[config.mk]
export PLATFORM = sky130hd
export DESIGN_NAME = sorted_list_merge_dedup_unit
export DESIGN_NICKNAME = d
export VERILOG_FILES = /design/src/sv/slmd_pkg.sv /design/src/sv/slmd_ram.sv /design/src/sv/sorted_list_merge_dedup_unit.sv
export SDC_FILE = /design/constraint.sdc
export NUM_CORES = 2
export LEC_CHECK = 0
export BUFFER_PORTS_ARGS = -buffer_cell sky130_fd_sc_hd__buf_2
export CELL_PAD_IN_SITES_DETAIL_PLACEMENT = 1
export CELL_PAD_IN_SITES_GLOBAL_PLACEMENT = 1
export CORE_MARGIN = 2
export CORE_UTILIZATION = 53
export CTS_CLUSTER_SIZE = 12
export DETAILED_ROUTE_END_ITERATION = 6
export PLACE_DENSITY = 0.77
export SYNTH_ARGS = -nofsm -noshare
export SYNTH_HDL_FRONTEND = slang
export SYNTH_SLANG_ARGS = --single-unit
[constraint.sdc]
create_clock -name clock -period 8.05 [get_ports clock]
set_input_delay 0.4025 -clock clock [delete_from_list [all_inputs] [get_ports clock]]
set_output_delay 0.4025 -clock clock [all_outputs]
set_load 0.005 [all_outputs]
[src/sv/slmd_pkg.sv]
// Package for the sorted list merge and dedup unit.
// Holds the request and result types, the list depth and the command codes.
// No dependencies.
package slmd_pkg;

   // Number of entries in each list store.
   localparam int LIST_DEPTH = 32;

   // Width of an entry count, able to hold LIST_DEPTH itself.
   localparam int CNT_W = $clog2(LIST_DEPTH + 1);

   // Width of a store address.
   localparam int ADDR_W = (LIST_DEPTH > 1) ? $clog2(LIST_DEPTH) : 1;

   // Width of one stored element.
   localparam int DATA_W = 32;

   // Command codes.
   localparam logic [1:0] CMD_APPEND_A = 2'd0;
   localparam logic [1:0] CMD_APPEND_B = 2'd1;
   localparam logic [1:0] CMD_MERGE    = 2'd2;

   // One request.
   typedef struct packed {
      logic [1:0]         cmd;
      logic signed [31:0] value;
   } req_type;

   // One result.
   typedef struct packed {
      logic signed [31:0] merged_value;
      logic               is_last;
      logic               is_empty;
      logic               overflowed;
   } rsp_type;

endpackage

[src/sv/slmd_ram.sv]
// Generic single-port-write, single-port-read RAM with a registered read.
// No dependencies; used for both list stores.
module slmd_ram #(
   parameter int WIDTH = 32,
   parameter int DEPTH = 32,
   localparam int ADDR_W = (DEPTH > 1) ? $clog2(DEPTH) : 1
) (
   input  logic              clock,
   input  logic              wr_en,
   input  logic [ADDR_W-1:0] wr_addr,
   input  logic [WIDTH-1:0]  wr_data,
   input  logic [ADDR_W-1:0] rd_addr,
   output logic [WIDTH-1:0]  rd_data
);

   logic [WIDTH-1:0] mem_ff [DEPTH];
   logic [WIDTH-1:0] rd_data_ff;

   // Write port.
   always_ff @(posedge clock) begin
      if (wr_en) begin
         mem_ff[wr_addr] <= wr_data;
      end
   end

   // Registered read port.
   always_ff @(posedge clock) begin
      rd_data_ff <= mem_ff[rd_addr];
   end

   assign rd_data = rd_data_ff;

endmodule

[src/sv/sorted_list_merge_dedup_unit.sv]
// Top level of the sorted list merge and dedup unit.
// Depends on slmd_pkg and slmd_ram (one instance per list store).
//
// Channel   Ports                    Handshake
// request   start, busy, req_data    taken when start is high and busy is low
// result    rsp_valid, rsp_data      each result valid for a single cycle, no back pressure
//
// An append leaves busy low; a new request may follow in the next cycle.
// A merge of non-empty lists keeps busy high until its last result is given;
// it gives at most 2 x LIST_DEPTH results, and each store is read once per
// cycle. A merge of two empty lists gives its single result in the next
// cycle with busy never raised. Reset clears counts, the overflow flag and
// the state; store contents are left as they are.
module sorted_list_merge_dedup_unit (
   input  logic              clock,
   input  logic              reset,
   input  logic              start,
   output logic              busy,
   input  slmd_pkg::req_type req_data,
   output logic              rsp_valid,
   output slmd_pkg::rsp_type rsp_data
);

   localparam logic ST_IDLE  = 1'b0;
   localparam logic ST_MERGE = 1'b1;

   logic                        state_ff, state_in;
   logic [slmd_pkg::CNT_W-1:0]  cnt_a_ff, cnt_a_in;
   logic [slmd_pkg::CNT_W-1:0]  cnt_b_ff, cnt_b_in;
   logic [slmd_pkg::CNT_W-1:0]  ia_ff, ia_in;
   logic [slmd_pkg::CNT_W-1:0]  ib_ff, ib_in;
   logic                        ovf_ff, ovf_in;
   logic                        rsp_valid_ff, rsp_valid_in;
   slmd_pkg::rsp_type           rsp_data_ff, rsp_data_in;

   logic                        accept;
   logic                        wr_a, wr_b;
   logic [slmd_pkg::DATA_W-1:0] head_a, head_b;
   logic                        a_ok, b_ok;
   logic                        last;
   logic [slmd_pkg::CNT_W-1:0]  ia_adv, ib_adv;
   logic [slmd_pkg::DATA_W-1:0] pick;

   assign accept = start && !busy;
   assign busy   = (state_ff == ST_MERGE);

   // The list stores; the read address follows the next head index so the
   // head values are ready in the next cycle.
   slmd_ram #(
      .WIDTH (slmd_pkg::DATA_W),
      .DEPTH (slmd_pkg::LIST_DEPTH)
   ) u_ram_a (
      .clock   (clock),
      .wr_en   (wr_a),
      .wr_addr (cnt_a_ff[slmd_pkg::ADDR_W-1:0]),
      .wr_data (req_data.value),
      .rd_addr (ia_in[slmd_pkg::ADDR_W-1:0]),
      .rd_data (head_a)
   );

   slmd_ram #(
      .WIDTH (slmd_pkg::DATA_W),
      .DEPTH (slmd_pkg::LIST_DEPTH)
   ) u_ram_b (
      .clock   (clock),
      .wr_en   (wr_b),
      .wr_addr (cnt_b_ff[slmd_pkg::ADDR_W-1:0]),
      .wr_data (req_data.value),
      .rd_addr (ib_in[slmd_pkg::ADDR_W-1:0]),
      .rd_data (head_b)
   );

   assign a_ok = (ia_ff < cnt_a_ff);
   assign b_ok = (ib_ff < cnt_b_ff);

   // Head compare: pick the smaller head; equal heads give one copy and
   // both advance; when one list is used up, the other's head is taken.
   always_comb begin
      ia_adv = ia_ff;
      ib_adv = ib_ff;
      pick   = head_b;
      if (a_ok && b_ok) begin
         if ($signed(head_a) < $signed(head_b)) begin
            pick   = head_a;
            ia_adv = ia_ff + 1'b1;
         end else if ($signed(head_b) < $signed(head_a)) begin
            pick   = head_b;
            ib_adv = ib_ff + 1'b1;
         end else begin
            pick   = head_a;
            ia_adv = ia_ff + 1'b1;
            ib_adv = ib_ff + 1'b1;
         end
      end else if (a_ok) begin
         pick   = head_a;
         ia_adv = ia_ff + 1'b1;
      end else begin
         pick   = head_b;
         ib_adv = ib_ff + 1'b1;
      end
   end

   assign last = (ia_adv >= cnt_a_ff) && (ib_adv >= cnt_b_ff);

   // Request decode and the merge walk.
   always_comb begin
      state_in     = state_ff;
      cnt_a_in     = cnt_a_ff;
      cnt_b_in     = cnt_b_ff;
      ia_in        = '0;
      ib_in        = '0;
      ovf_in       = ovf_ff;
      wr_a         = 1'b0;
      wr_b         = 1'b0;
      rsp_valid_in = 1'b0;
      rsp_data_in  = rsp_data_ff;

      unique case (state_ff)
         ST_IDLE: begin
            if (accept) begin
               unique case (req_data.cmd)
                  slmd_pkg::CMD_APPEND_A: begin
                     if (cnt_a_ff < slmd_pkg::CNT_W'(slmd_pkg::LIST_DEPTH)) begin
                        wr_a     = 1'b1;
                        cnt_a_in = cnt_a_ff + 1'b1;
                     end else begin
                        ovf_in = 1'b1;
                     end
                  end
                  slmd_pkg::CMD_APPEND_B: begin
                     if (cnt_b_ff < slmd_pkg::CNT_W'(slmd_pkg::LIST_DEPTH)) begin
                        wr_b     = 1'b1;
                        cnt_b_in = cnt_b_ff + 1'b1;
                     end else begin
                        ovf_in = 1'b1;
                     end
                  end
                  slmd_pkg::CMD_MERGE: begin
                     if (cnt_a_ff == '0 && cnt_b_ff == '0) begin
                        // Both lists empty: one flagged result, with no merge walk.
                        rsp_valid_in             = 1'b1;
                        rsp_data_in.merged_value = '0;
                        rsp_data_in.is_last      = 1'b1;
                        rsp_data_in.is_empty     = 1'b1;
                        rsp_data_in.overflowed   = ovf_ff;
                        ovf_in                   = 1'b0;
                     end else begin
                        state_in = ST_MERGE;
                     end
                  end
                  default: begin
                  end
               endcase
            end
         end
         ST_MERGE: begin
            // Emit the picked head and step the indices.
            ia_in                    = ia_adv;
            ib_in                    = ib_adv;
            rsp_data_in.merged_value = pick;
            rsp_valid_in             = 1'b1;
            rsp_data_in.is_last      = last;
            rsp_data_in.is_empty     = 1'b0;
            rsp_data_in.overflowed   = ovf_ff;

            // End of the run: clear the lists and go back to idle.
            if (last) begin
               ia_in    = '0;
               ib_in    = '0;
               cnt_a_in = '0;
               cnt_b_in = '0;
               ovf_in   = 1'b0;
               state_in = ST_IDLE;
            end
         end
         default: begin
            state_in = ST_IDLE;
         end
      endcase
   end

   // Control registers.
   always_ff @(posedge clock) begin
      if (reset) begin
         state_ff     <= ST_IDLE;
         cnt_a_ff     <= '0;
         cnt_b_ff     <= '0;
         ia_ff        <= '0;
         ib_ff        <= '0;
         ovf_ff       <= 1'b0;
         rsp_valid_ff <= 1'b0;
      end else begin
         state_ff     <= state_in;
         cnt_a_ff     <= cnt_a_in;
         cnt_b_ff     <= cnt_b_in;
         ia_ff        <= ia_in;
         ib_ff        <= ib_in;
         ovf_ff       <= ovf_in;
         rsp_valid_ff <= rsp_valid_in;
      end
   end

   // Result payload register.
   always_ff @(posedge clock) begin
      rsp_data_ff <= rsp_data_in;
   end

   assign rsp_valid = rsp_valid_ff;
   assign rsp_data  = rsp_data_ff;

endmodule

Yosys cells after proc, flatten, opt, wreduce, memory -nomap -nowiden
Memories as Yosys holds them, arrays and structs flattened. A register that Yosys moved wholly into a read port is not among the register bits.
Cells that the tools add are included.
Widths: inputs -> output; s select.
- register bits after elaboration: 62
- bits in writable memories: 2048
- memories kept: 2
- add/subtract/negate cells: 4
- magnitude comparators: 8
- equal/unequal tests: 14
- mux-type cells: 56
- bitwise operators: 1
- reduce and logical (&&, ||, !) cells: 13
- memories (memory ; depth ; width ; read ports ; clocked after memory_dff ; write ports ; RTL line ; source):
    u_ram_a.mem_ff ; 32 ; 32 ; 1 ; 1 ; 1 ; slmd_ram.sv:16 ; logic [WIDTH-1:0] mem_ff [DEPTH];
    u_ram_b.mem_ff ; 32 ; 32 ; 1 ; 1 ; 1 ; slmd_ram.sv:16 ;
- operators by type and width (operator ; count):
    $mux 32 ; 4
    $mux 35 ; 3
    $mux 6 ; 14
    $pmux 35 s2 ; 1
    $lt 32x32->1 ; 2
    $add 6x1->6 const B ; 4
    $mux 1 ; 24
    $pmux 6 s2 ; 2
    $mux 5 ; 4
    $ge 6x6->1 ; 2
    $logic_not 6->1 ; 2
    $lt 6x6->1 ; 2
    $lt 6x6->1 const B ; 2
    $ne 3x3->1 const B ; 3
    $ne 2x1->1 const B ; 4
    $ne 2x2->1 const B ; 4
    $reduce_and 4->1 ; 2
    $pmux 1 s2 ; 3
    $reduce_and 6->1 ; 1
    $logic_and 1x1->1 ; 4
    $ne 4x1->1 const B ; 1
    $pmux 1 s3 ; 1
    $reduce_and 3->1 ; 1
    $reduce_or 3->1 ; 1
    other kinds (5) ; 5

Logic depth before layout (Yosys ltp)
- depth after elaboration: 8
- depth in mapped cells: 33
- depth with buffers taken out: 22

Cells and area by module
From an unflattened synthesis, not the netlist that was laid out.
- cell total of the unflattened synthesis: 5004
- area total of the unflattened synthesis: 85299.3 um^2
- by module, submodules not included (module ; instances ; cells an instance ; area an instance (um^2) ; sequential area each (um^2)):
    slmd_ram (u_ram_a) ; 1 ; 2260 ; 40490.1 ; 31390.1
    slmd_ram (u_ram_b) ; 1 ; 2260 ; 40485.1 ; 31390.1
    sorted_list_merge_dedup_unit ; 1 ; 484 ; 4324.1 ; 1591.5

Least setup slack after synthesis
No wires, ideal clock.
- path kind: register to register
- from: register cnt_a_ff[2] (netlist name)
- to: register u_ram_a.rd_data_ff[5] (netlist: u_ram_a.rd_data[5]) (read register of u_ram_a.mem_ff)
- setup time: 0.130 ns
- data arrival time: 6.065 ns
- required time: 7.920 ns
- path slack: 1.855 ns
- cell stages (with the launch flop): 31
- period minus slack after synthesis: 6.195 ns
- path through: dfxtp_1 clkbuf_1 inv_1 ha_1 nand2_1 o21ai_1 a221oi_4 and2_1 buf_2 or4_1 a211oi_2 inv_2 buf_2 clkbuf_1 buf_2 ha_1 nand2b_1 a21o_1 a21oi_1 o21ai_1 a21oi_1 inv_2 or4_1 buf_2 nand2_4 buf_4 buf_4 mux2i_1 a221oi_1 o41ai_1 nand4_1
- word-level cells in the longest chain between the ends: 7
- elaborated cells between the ends (all ways): 11
- ends and longest elaborated chain (element ; RTL line ; source):
    start, declared ; sorted_list_merge_dedup_unit.sv:28 ; logic [slmd_pkg::CNT_W-1:0] cnt_a_ff, cnt_a_in;
    start signal, assigned ; sorted_list_merge_dedup_unit.sv:194 ; cnt_a_ff <= cnt_a_in;
    $lt 6x6->1 ; sorted_list_merge_dedup_unit.sv:73 ; assign a_ok = (ia_ff < cnt_a_ff);
    $mux 6 or $logic_and 1x1->1 (tied branches) ; sorted_list_merge_dedup_unit.sv:94, sorted_list_merge_dedup_unit.sv:82 ;
    $mux 6 ; sorted_list_merge_dedup_unit.sv:82 ; if (a_ok && b_ok) begin
    $ge 6x6->1 ; sorted_list_merge_dedup_unit.sv:103 ; assign last = (ia_adv >= cnt_a_ff) && (ib_adv >= cnt_b_ff);
    $logic_and 1x1->1 ; sorted_list_merge_dedup_unit.sv:103 ;
    $mux 5 * ; sorted_list_merge_dedup_unit.sv:167 ; if (last) begin
    $mux 5 * ; sorted_list_merge_dedup_unit.sv:118 ; unique case (state_ff)
    end, declared ; slmd_ram.sv:17 ; logic [WIDTH-1:0] rd_data_ff;
Mark *: on every way between the ends. The rest lies on a longest branch, timed or not.
A chain may end at the register's enable or synchronous reset.

Worst setup path after layout
- from: register u_ram_a.rd_data_ff[9] (netlist: u_ram_a.rd_data[9]) (read register of u_ram_a.mem_ff)
- to: register u_ram_a.rd_data_ff[17] (netlist: u_ram_a.rd_data[17]) (read register of u_ram_a.mem_ff)
- word-level cells in the longest chain between the ends: 8
- elaborated cells between the ends (all ways): 12
- ends and longest elaborated chain (element ; RTL line ; source):
    $lt 32x32->1 ; sorted_list_merge_dedup_unit.sv:86 ; end else if ($signed(head_b) < $signed(head_a)) begin
    $mux 6 ; sorted_list_merge_dedup_unit.sv:86 ;
    $mux 6 ; sorted_list_merge_dedup_unit.sv:83 ; if ($signed(head_a) < $signed(head_b)) begin
    $mux 6 ; sorted_list_merge_dedup_unit.sv:82 ;
    $ge 6x6->1 ; sorted_list_merge_dedup_unit.sv:103 ;
    $logic_and 1x1->1 ; sorted_list_merge_dedup_unit.sv:103 ;
    $mux 5 * ; sorted_list_merge_dedup_unit.sv:167 ;
    $mux 5 * ; sorted_list_merge_dedup_unit.sv:118 ;
Marks and branches as above.

==> results.sh <==
export IMPL_synth_area_leaders="edfxtp_1, mux2i_1, nand2_1"
export IMPL_grt_ovfl_total=0
export IMPL_grt_use_total_pct=33.1
export IMPL_min_path_type="in -> reg"
export IMPL_hold_slack_ns=0.0906
export IMPL_cts_path_max_buffers=3
export IMPL_slew_headroom_pct=9.21
export IMPL_synth_compound_area_share_pct=8.76
export IMPL_fin_skew_ns=0.0341
export IMPL_max_cap_violations=0
export IMPL_status="complete, no violations"
export IMPL_rows=148
export IMPL_cts_made_buffers=214
export IMPL_dr_total_vias=56900
export IMPL_cp_start_kind="flop"
export IMPL_cpPeakStageDelay_ns=0.68
export IMPL_synth_simple_gate_area_share_pct=10.2
export IMPL_path_max_fanout=49
export IMPL_grt_max_degree=167
export IMPL_slew_viol_final=0
export IMPL_area_growth_pct=11.8
export IMPL_avgSynthCellArea_um2=14.5
export IMPL_power_density_nw_per_um2=234
export IMPL_postSynth_asyncResetShare_pct=0
export IMPL_grt_pass1_wl_um=404000
export IMPL_cts_root_buffer="clkbuf_16"
export IMPL_avgRoutedWirePerCell_um=33.4
export IMPL_layout_drive_gt1_share_pct=10.6
export IMPL_drtIter0Drc=7085
export IMPL_clkLatencyLatePin_ns=0.88
export IMPL_core_area_um2=162000
export IMPL_antenna_found_initial=20
export IMPL_die_area_um2=166000
export IMPL_netlist_area_um2=86500
export IMPL_die_x_um=408
export IMPL_cp_data_arrival_time_ns=8.51
export IMPL_cts_num_sinks=2174
export IMPL_max_vdd_ir_drop_v=0.000242
export IMPL_die_h_um=408
export IMPL_cts_clk_slew_worst_paths_ns=0.06
export IMPL_ff_latch_area_um2=64400
export IMPL_worstPathCellList="inv_1 > ha_1 > a21oi_1 > o21ai_0 > a221oi_2 > nand2_1 > or4_1 > a211oi_4 > inv_6 > ha_1 > nand2b_1 > a21o_1 > a21oi_1 > o21ai_1 > a21oi_2 > inv_8 > or4_1 > nand2_8 > buf_12 > mux2i_1 > a221oi_1 > o41ai_1 > nand4_1"
export IMPL_synth_top_family_by_area="simple AND/OR/NAND/NOR gates"
export IMPL_place_hpwl_um=152000
export IMPL_min_period_over_period_pct=98.0
export IMPL_setup_violations=0
export IMPL_first_pass_iters=5
export IMPL_ys_warn_count=0
export IMPL_drc=0
export IMPL_rsz0062_at_grt="false"
export IMPL_via_per_inst=6.79
export IMPL_netlist_area_leader_share_pct=72.3
export IMPL_ys_types=78
export IMPL_fin_crit_ns=7.89
export IMPL_hold_viol=0
export IMPL_nFillCells=15000
export IMPL_synth_mux_area_share_pct=3.29
export IMPL_grt_pass1_vias=58400
export IMPL_crit_slowest_cell="or4_1"
export IMPL_fin_nets=6119
export IMPL_yosys_area_share_adder_pct=0.926
export IMPL_synth_flop_cell="edfxtp_1"
export IMPL_multi_input_area_um2=20800
export IMPL_finalWirelength_um=280000
export IMPL_yosys_area_top_type="edfxtp_1"
export IMPL_htree_levels=4
export IMPL_place_gp_congestion=0.829
export IMPL_cts_tree="done"
export IMPL_finalSetupTns_ns=0
export IMPL_ant_nets=0
export IMPL_cp_end_kind="flop"
export IMPL_synth_common_cells="edfxtp_1, nand2_1, nor3_1"
export IMPL_yosysMostFrequentCell="edfxtp_1"
export IMPL_required_ns=8.67
export IMPL_io_pins=74
export IMPL_synthXorXnorAreaFrac_pct=0.143
export IMPL_leakage_uw=0.0307
export IMPL_critical_path_class="reg -> reg"
export IMPL_ys_seq_elements=2174
export IMPL_portBuffers=73
export IMPL_worst_slew_pin_transition_ns=1.36
export IMPL_cts_setup_buffers=0
export IMPL_seq_area_frac_synth_pct=74.4
export IMPL_fmax_ghz=0.127
export IMPL_synth_cells=5985
export IMPL_syn_num_nets=6086
export IMPL_synth_enable_flop_cells=2083
export IMPL_start_util_pct=53.3
stage by stage:
step	cell area, um^2	util (%)	worst slack (ns)	total power, uW	std cells
finish	96700	59.5	0.162	22600	8387
global route	96600	59.5	0.0132	23100	8376
CTS	96600	59.5	0.328	22700	8372
detailed placement	90100	55.5	0.433	13300	7974
global placement	90100	55.5	0.426	13300	7974
floorplan	86500	-	1.85	12900	5985
cell families (layout without fill, tap and decap cells):
family / count (synthesis) / after routing
AO/OA/AOI/OAI: 1088 / 1088
XOR/XNOR: 12 / 12
adder cells (fa/ha/maj): 64 / 64
buffers and inverters: 475 / 687
flip-flops: 2174 / 2174
multiplexers: 281 / 281
other: 0 / 15
AND/OR/NAND/NOR: 1891 / 1891
critical path, delay by kind of cell (launching register included):
| kind | cells | cell delay, ns |
|---|---|---|
| AO/OA/AOI/OAI | 10 | 2.77 |
| adder cells (fa/ha/maj) | 2 | 0.62 |
| buffers and inverters | 4 | 0.85 |
| flip-flops | 1 | 0.52 |
| multiplexers | 1 | 0.27 |
| AND/OR/NAND/NOR | 6 | 2.47 |
area by class of cell:
type / instances / area share, %
Tap cell: 2175 / 2.82
Inverter: 57 / 0.239
Clock inverter: 34 / 0.351
Sequential cell: 2174 / 66.6
Multi-Input combinational cell: 3336 / 21.5
Antenna cell: 15 / 0.0388
Timing Repair Buffer: 235 / 2.03
Clock buffer: 361 / 6.40
final timing paths:
kind                 startpoint                   to  slack, ns  cells past startpoint
max          u_ram_a.rd_data[9]  u_ram_a.rd_data[17]       0.16                     23
min                req_data[32]                 busy       0.09                      5
max reg2reg  u_ram_a.rd_data[9]  u_ram_a.rd_data[17]       0.16                     23
min reg2reg              ovf_ff          rsp_data[0]       0.49                      0
routing by layer:
metal  vias up  part of all wire [%]  track usage, %
met3       643                   9.1            4.93
met5         -                 0.015               0
met1     29700                    39            45.9
li1      23300                     -               -
met4         6                   4.6            14.9
met2      3225                    47            52.1
report_power, final:
group	internal, uW	total, uW	switching (uW)
Sequential	12400	12400	28.7
Combinational	115	620	505
Clock	5250	9540	4290
registers in the layout, summed over array words and instances (netlist names):
register / cells
busy: 1
cnt_a_ff: 6
cnt_b_ff: 6
ia_ff: 6
ib_ff: 6
ovf_ff: 1
rsp_data: 35
rsp_valid: 1
u_ram_a.mem_ff: 1024
u_ram_a.rd_data: 32
u_ram_b.mem_ff: 1024
u_ram_b.rd_data: 32
cell usage in the layout (no fill, tap or decap), drive strengths merged, types with 46 or more instances in the layout:
cell type     n
o211ai      138
nor3        371
a211oi       99
nor2        325
a31oi        46
nand2       593
dfxtp        91
a311oi       52
a21oi       109
buf         232
nand3       264
ha           64
clkbuf      361
a221oi       84
inv          63
edfxtp     2083
and3         64
o21ai       301
mux2i       254
or3         192
repair_timing:
| item | in CTS | in global routing |
|---|---|---|
| hold buffers | 3 | 0 |
| endpoints found under the setup margin | 0 | 1 |
| hold endpoints to repair | 15 | 0 |
| gates resized for setup | 0 | 1 |
No activity file was read; power rests on OpenSTA's default activity.
